`src/rtl/core/mts_pkg.sv`:
```
// Shared types and codes for the min-tracking stack.
package mts_pkg;

  localparam int DEFAULT_STACK_DEPTH = 64;
  localparam int WORD_W = 32;

  typedef logic signed [WORD_W-1:0] word_t;

  typedef enum logic [1:0] {
    MODE_PUSH  = 2'd0,
    MODE_POP   = 2'd1,
    MODE_QUERY = 2'd2
  } mode_t;

  typedef enum logic [1:0] {
    ST_OK    = 2'd0,
    ST_FULL  = 2'd1,
    ST_EMPTY = 2'd2
  } status_t;

  typedef struct packed {
    logic push;
    logic pop;
  } shift_ctl_t;

endpackage

```
`src/rtl/core/mts_cell.sv`:
```
// One stack cell: holds a word and shifts it toward or away from the top.
module mts_cell
  import mts_pkg::*;
(
  input  logic       clk,
  input  shift_ctl_t ctl,
  input  word_t      from_above,
  input  word_t      from_below,
  output word_t      data
);

  always_ff @(posedge clk) begin
    if (ctl.push) begin
      data <= from_above;
    end else if (ctl.pop) begin
      data <= from_below;
    end
  end

endmodule

```
`src/rtl/core/mts_chain.sv`:
```
// Row of stack cells; cell zero holds the top entry.
module mts_chain
  import mts_pkg::*;
#(
  parameter int STACK_DEPTH = DEFAULT_STACK_DEPTH
) (
  input  logic       clk,
  input  shift_ctl_t ctl,
  input  word_t      din,
  output word_t      top
);

  word_t q [STACK_DEPTH];

  for (genvar i = 0; i < STACK_DEPTH; i++) begin : g_cell
    word_t above;
    word_t below;
    if (i == 0) begin : g_first
      assign above = din;
    end else begin : g_inner
      assign above = q[i-1];
    end
    if (i == STACK_DEPTH - 1) begin : g_last
      assign below = '0;
    end else begin : g_rest
      assign below = q[i+1];
    end
    mts_cell u_cell (
      .clk        (clk),
      .ctl        (ctl),
      .from_above (above),
      .from_below (below),
      .data       (q[i])
    );
  end

  assign top = q[0];

endmodule
```
`config.mk`:
```
export PLATFORM = sky130hd
export DESIGN_NAME = mts_chain
export DESIGN_NICKNAME = d
export VERILOG_FILES = /design/src/rtl/core/mts_pkg.sv /design/src/rtl/core/mts_cell.sv /design/src/rtl/core/mts_chain.sv
export SDC_FILE = /design/constraint.sdc
export NUM_CORES = 2
export LEC_CHECK = 0
export BUFFER_PORTS_ARGS = -buffer_cell sky130_fd_sc_hd__buf_2
export CAP_MARGIN = 20
export CORE_ASPECT_RATIO = 1.75
export CORE_MARGIN = 1.5
export CORE_UTILIZATION = 55
export DETAILED_ROUTE_END_ITERATION = 10
export MAX_ROUTING_LAYER = met4
export PLACE_DENSITY = 0.68
export SYNTH_ARGS = -nofsm -noshare
export SYNTH_HDL_FRONTEND = slang
export SYNTH_HIERARCHICAL = 1
export SYNTH_SLANG_ARGS = --single-unit
export TNS_END_PERCENT = 30
```
`constraint.sdc`:
```
create_clock -name clk -period 2.6 [get_ports clk]
set_input_delay 0.26 -clock clk [delete_from_list [all_inputs] [get_ports clk]]
set_output_delay 0.26 -clock clk [all_outputs]
set_load 0.01 [all_outputs]
```
==> summary.md <==
| Metric | Value |
|---|---|
| Final hold violation count | `0` |
| Worst R2R Start | `g_cell[9].u_cell/data[3]$_DFFE_PP_` |
| R2R setup slack | `1500 ps` |
| Area growth syn-to-layout | `7.24%` |
| GRT Resource Usage Total | `0.196` |
| Fill cell count | `approximately 13000` |
| Layout cells sized above 1 | `0.527` |
| Crit Path Class | `register to primary output` |
| Maximum cell stage delay along the critical path | `between 500 and 600 ps` |
| Hold path start | `ctl[1]` |
| Worst Hold Class | `input pin to register` |
| Non-Filler Instances | `~7100` |
| Vias/cell | `roughly 5.5` |
| Die height | `557 um` |
| Ys Warns | `6` |
| Count of final setup violators | `0` |
| CTS resizes | `0` |
| Fin Setup TNS | `0 ps` |
| Pwr Density | `roughly 840 nW/um2` |
| Largest regs | `g_cell.u_cell/data (2048)` |
| Layout net count | `4695` |
| Global-route wire length before repair | `between 200000 and 300000 um` |
| Residual DRC | `0` |
| Clock slew at reported path FFs | `approximately 70 ps` |
| CP Data Required Time | `roughly 2300 ps` |
| Post-synth top cells | `2048 x edfxtp_1, 1856 x mux2_4, 192 x buf_12, 192 x mux2_2` |
| Largest register FFs | `approximately 2000` |
| Worst slew pin tran | `just under 700 ps` |
| Design area | `between 100000 and 150000 um2` |
| Pwr Total | `~87 mW` |
| Antenna-violating nets left | `0` |
| RR Endpoint | `g_cell[8].u_cell/data[3]$_DFFE_PP_` |
| Clk_skew | `between 30 and 40 ps` |
| GPL Wtd Cong | `between 0.7 and 0.8` |
| Origin of the worst setup path | `g_cell[0].u_cell/data[27]$_DFFE_PP_` |
| Placed insts | `approximately 6700` |
| Die area | `roughly 180000 um2` |
| Initial Util | `0.553` |
| Worst rel slew slack | `0.538` |
| Static leakage | `41.6 nW` |
| CP Data Arrival Time | `~1600 ps` |
| #FFs+latches synth | `just over 2000` |
| Post-synth top area share | `0.637` |
| CTS root buf | `clkbuf_16` |
| Reg2reg path depth | `1` |
| Htree depth | `4` |
| CTS tree | `built` |
| Post-synth EDFFs | `2048` |
| Cts bufs inserted | `about 190` |
| Startpoint Class | `register` |
| Grt total ovfl | `0` |
| I/O pin count | `67` |
| Max_cap viols | `0` |
| Row Count | `just over 200` |
| Setup Fix Bufs, Post-CTS | `0` |
| Crit-path leading delay family | `flip-flops` |
| Initial antenna violation count | `1` |
| Sequential area share after synthesis | `0.637` |
| First drt pass iteration count | `6` |
| Largest cells by area after synthesis | `edfxtp_1 64%, mux2_4 29%, buf_12 4.0%` |
| Slowest-stage cell, CP | `edfxtp_1` |
| DR iter-0 viols | `between 2000 and 3000` |
| Netlist cell types | `7` |
| Final min period | `around 1800 ps` |
| Worst path cell trace | `buf_2` |
| Period utilisation layout | `0.694` |
| Asr flop ratio synth | `0` |
| DPL Wire Length | `111000 um` |
| Number of global-route vias before repair | `around 43000` |
| Post-DP Area | `just under 100000 um2` |
| Clock buffer depth | `4` |
| Vias post-DR | `39000` |
| Mapped Avg Cell Area | `approximately 22 um2` |
| Main synth FF type | `edfxtp_1` |
| CP bufs+invs | `1` |
| Core Footprint | `174000 um2` |
| Max Freq | `around 550 MHz` |
| Hold Path End | `g_cell[56].u_cell/data[12]$_DFFE_PP_` |
| Worst setup EP type | `primary output` |
| Final WL | `168000 um` |
| DIE WIDTH | `320 um` |
| Wire per inst | `23.9 um` |
| Min-Delay Path Depth | `2` |
| Most numerous cell in the Yosys netlist | `edfxtp_1` |
| Biggest register | `g_cell.u_cell/data` |
| Pin count of the biggest net entering global routing | `96` |
| Outcome | `finished, final reports clean` |
| PortBufs | `between 60 and 70` |
| Sink Count | `just over 2000` |
| Slew Limit Fails | `0` |
| Clock Latency Late Sink | `between 800 and 900 ps` |
| CP Max Fanout | `2` |
| Post-Syn Area | `96500 um2` |
| Cell type with the highest aggregate area in the netlist | `edfxtp_1` |
| Synth Instances | `4417` |
| Worst IR drop on VDD | `roughly 0.0006 V` |
| RSZ-0062 raised after global routing | `no` |
==> metal layers <==
metal	vias up	GRT usage	share of wire
li1	17800	-	-
met4	0	0.0505	0.023
met1	20400	0.242	0.42
met2	471	0.344	0.54
met3	251	0.0209	0.025
met5	-	-	0
==> where the power goes <==
part | leakage [nW] | switching (mW) | total (mW) | internal (mW)
Combinational | 17.8 | 3.43 | 12.1 | 8.69
Sequential | 21.0 | 4.06 | 48.3 | 44.3
Clock | 2.78 | 12.0 | 26.6 | 14.6
Total | 41.6 | 19.5 | 87.1 | 67.6
==> cell families (layout without fill, tap and decap cells) <==
logic type | count (synthesis) | in the layout | share of synthesized area
multiplexers | 2048 | 2048 | 0.311
flip-flops | 2048 | 2048 | 0.637
buffers and inverters | 256 | 606 | 0.0473
AND/OR/NAND/NOR | 64 | 64 | 0.00415
other | 1 | 33 | 0.0000389
==> metrics by stage <==
step / utilization / setup slack, ps / hold WS [ps]
6_report: 0.593 / 795 / 66.2
3_3_place_gp: 0.559 / 427 / 531
5_1_grt: 0.593 / 765 / 53.6
2_1_floorplan: - / 927 / 477
4_1_cts: 0.593 / 753 / 17.7
3_5_place_dp: 0.559 / 405 / 537
==> worst max-delay path by stage <==
| stage | end | slack, ps | cells after the start |
|---|---|---|---|
| after floorplan | g_cell[0].u_cell/data[0]$_DFFE_PP_ | 930 | 3 |
| after global placement | g_cell[43].u_cell/data[0]$_DFFE_PP_ | 430 | 4 |
| after detailed placement | g_cell[49].u_cell/data[31]$_DFFE_PP_ | 400 | 4 |
| after CTS | top[27] | 750 | 1 |
| after global routing | top[27] | 770 | 1 |
| final | top[27] | 790 | 1 |
==> what timing repair did <==
action	CTS	global route
hold endpoints to repair	32	0
setup endpoints to repair	0	0
hold buffers	32	0
==> final cells by class <==
type	instances	area, um2	share of cell area
antenna	1	2.50	0.0000242
sequential	2048	61500	0.594
timing repair buffer	275	2910	0.0281
clock inverter	94	689	0.00666
multi-input combinational	2144	30500	0.295
tap	2255	2820	0.0273
clock buffer	237	5020	0.0485
==> placed cells by master, fill, tap and decap left out <==
cell type	instances
buf_12	74
buf_2	65
buf_4	104
bufinv_16	10
clkbuf_1	43
clkbuf_16	194
clkinv_1	51
clkinv_2	25
clkinv_4	1
clkinv_8	1
clkinvlp_4	4
conb_1	32
diode_2	1
dlygate4sd3_1	32
edfxtp_1	2048
inv_6	2
mux2_2	192
mux2_4	1856
or2_1	63
or2_2	1
No activity file was read; power rests on OpenSTA's default activity.
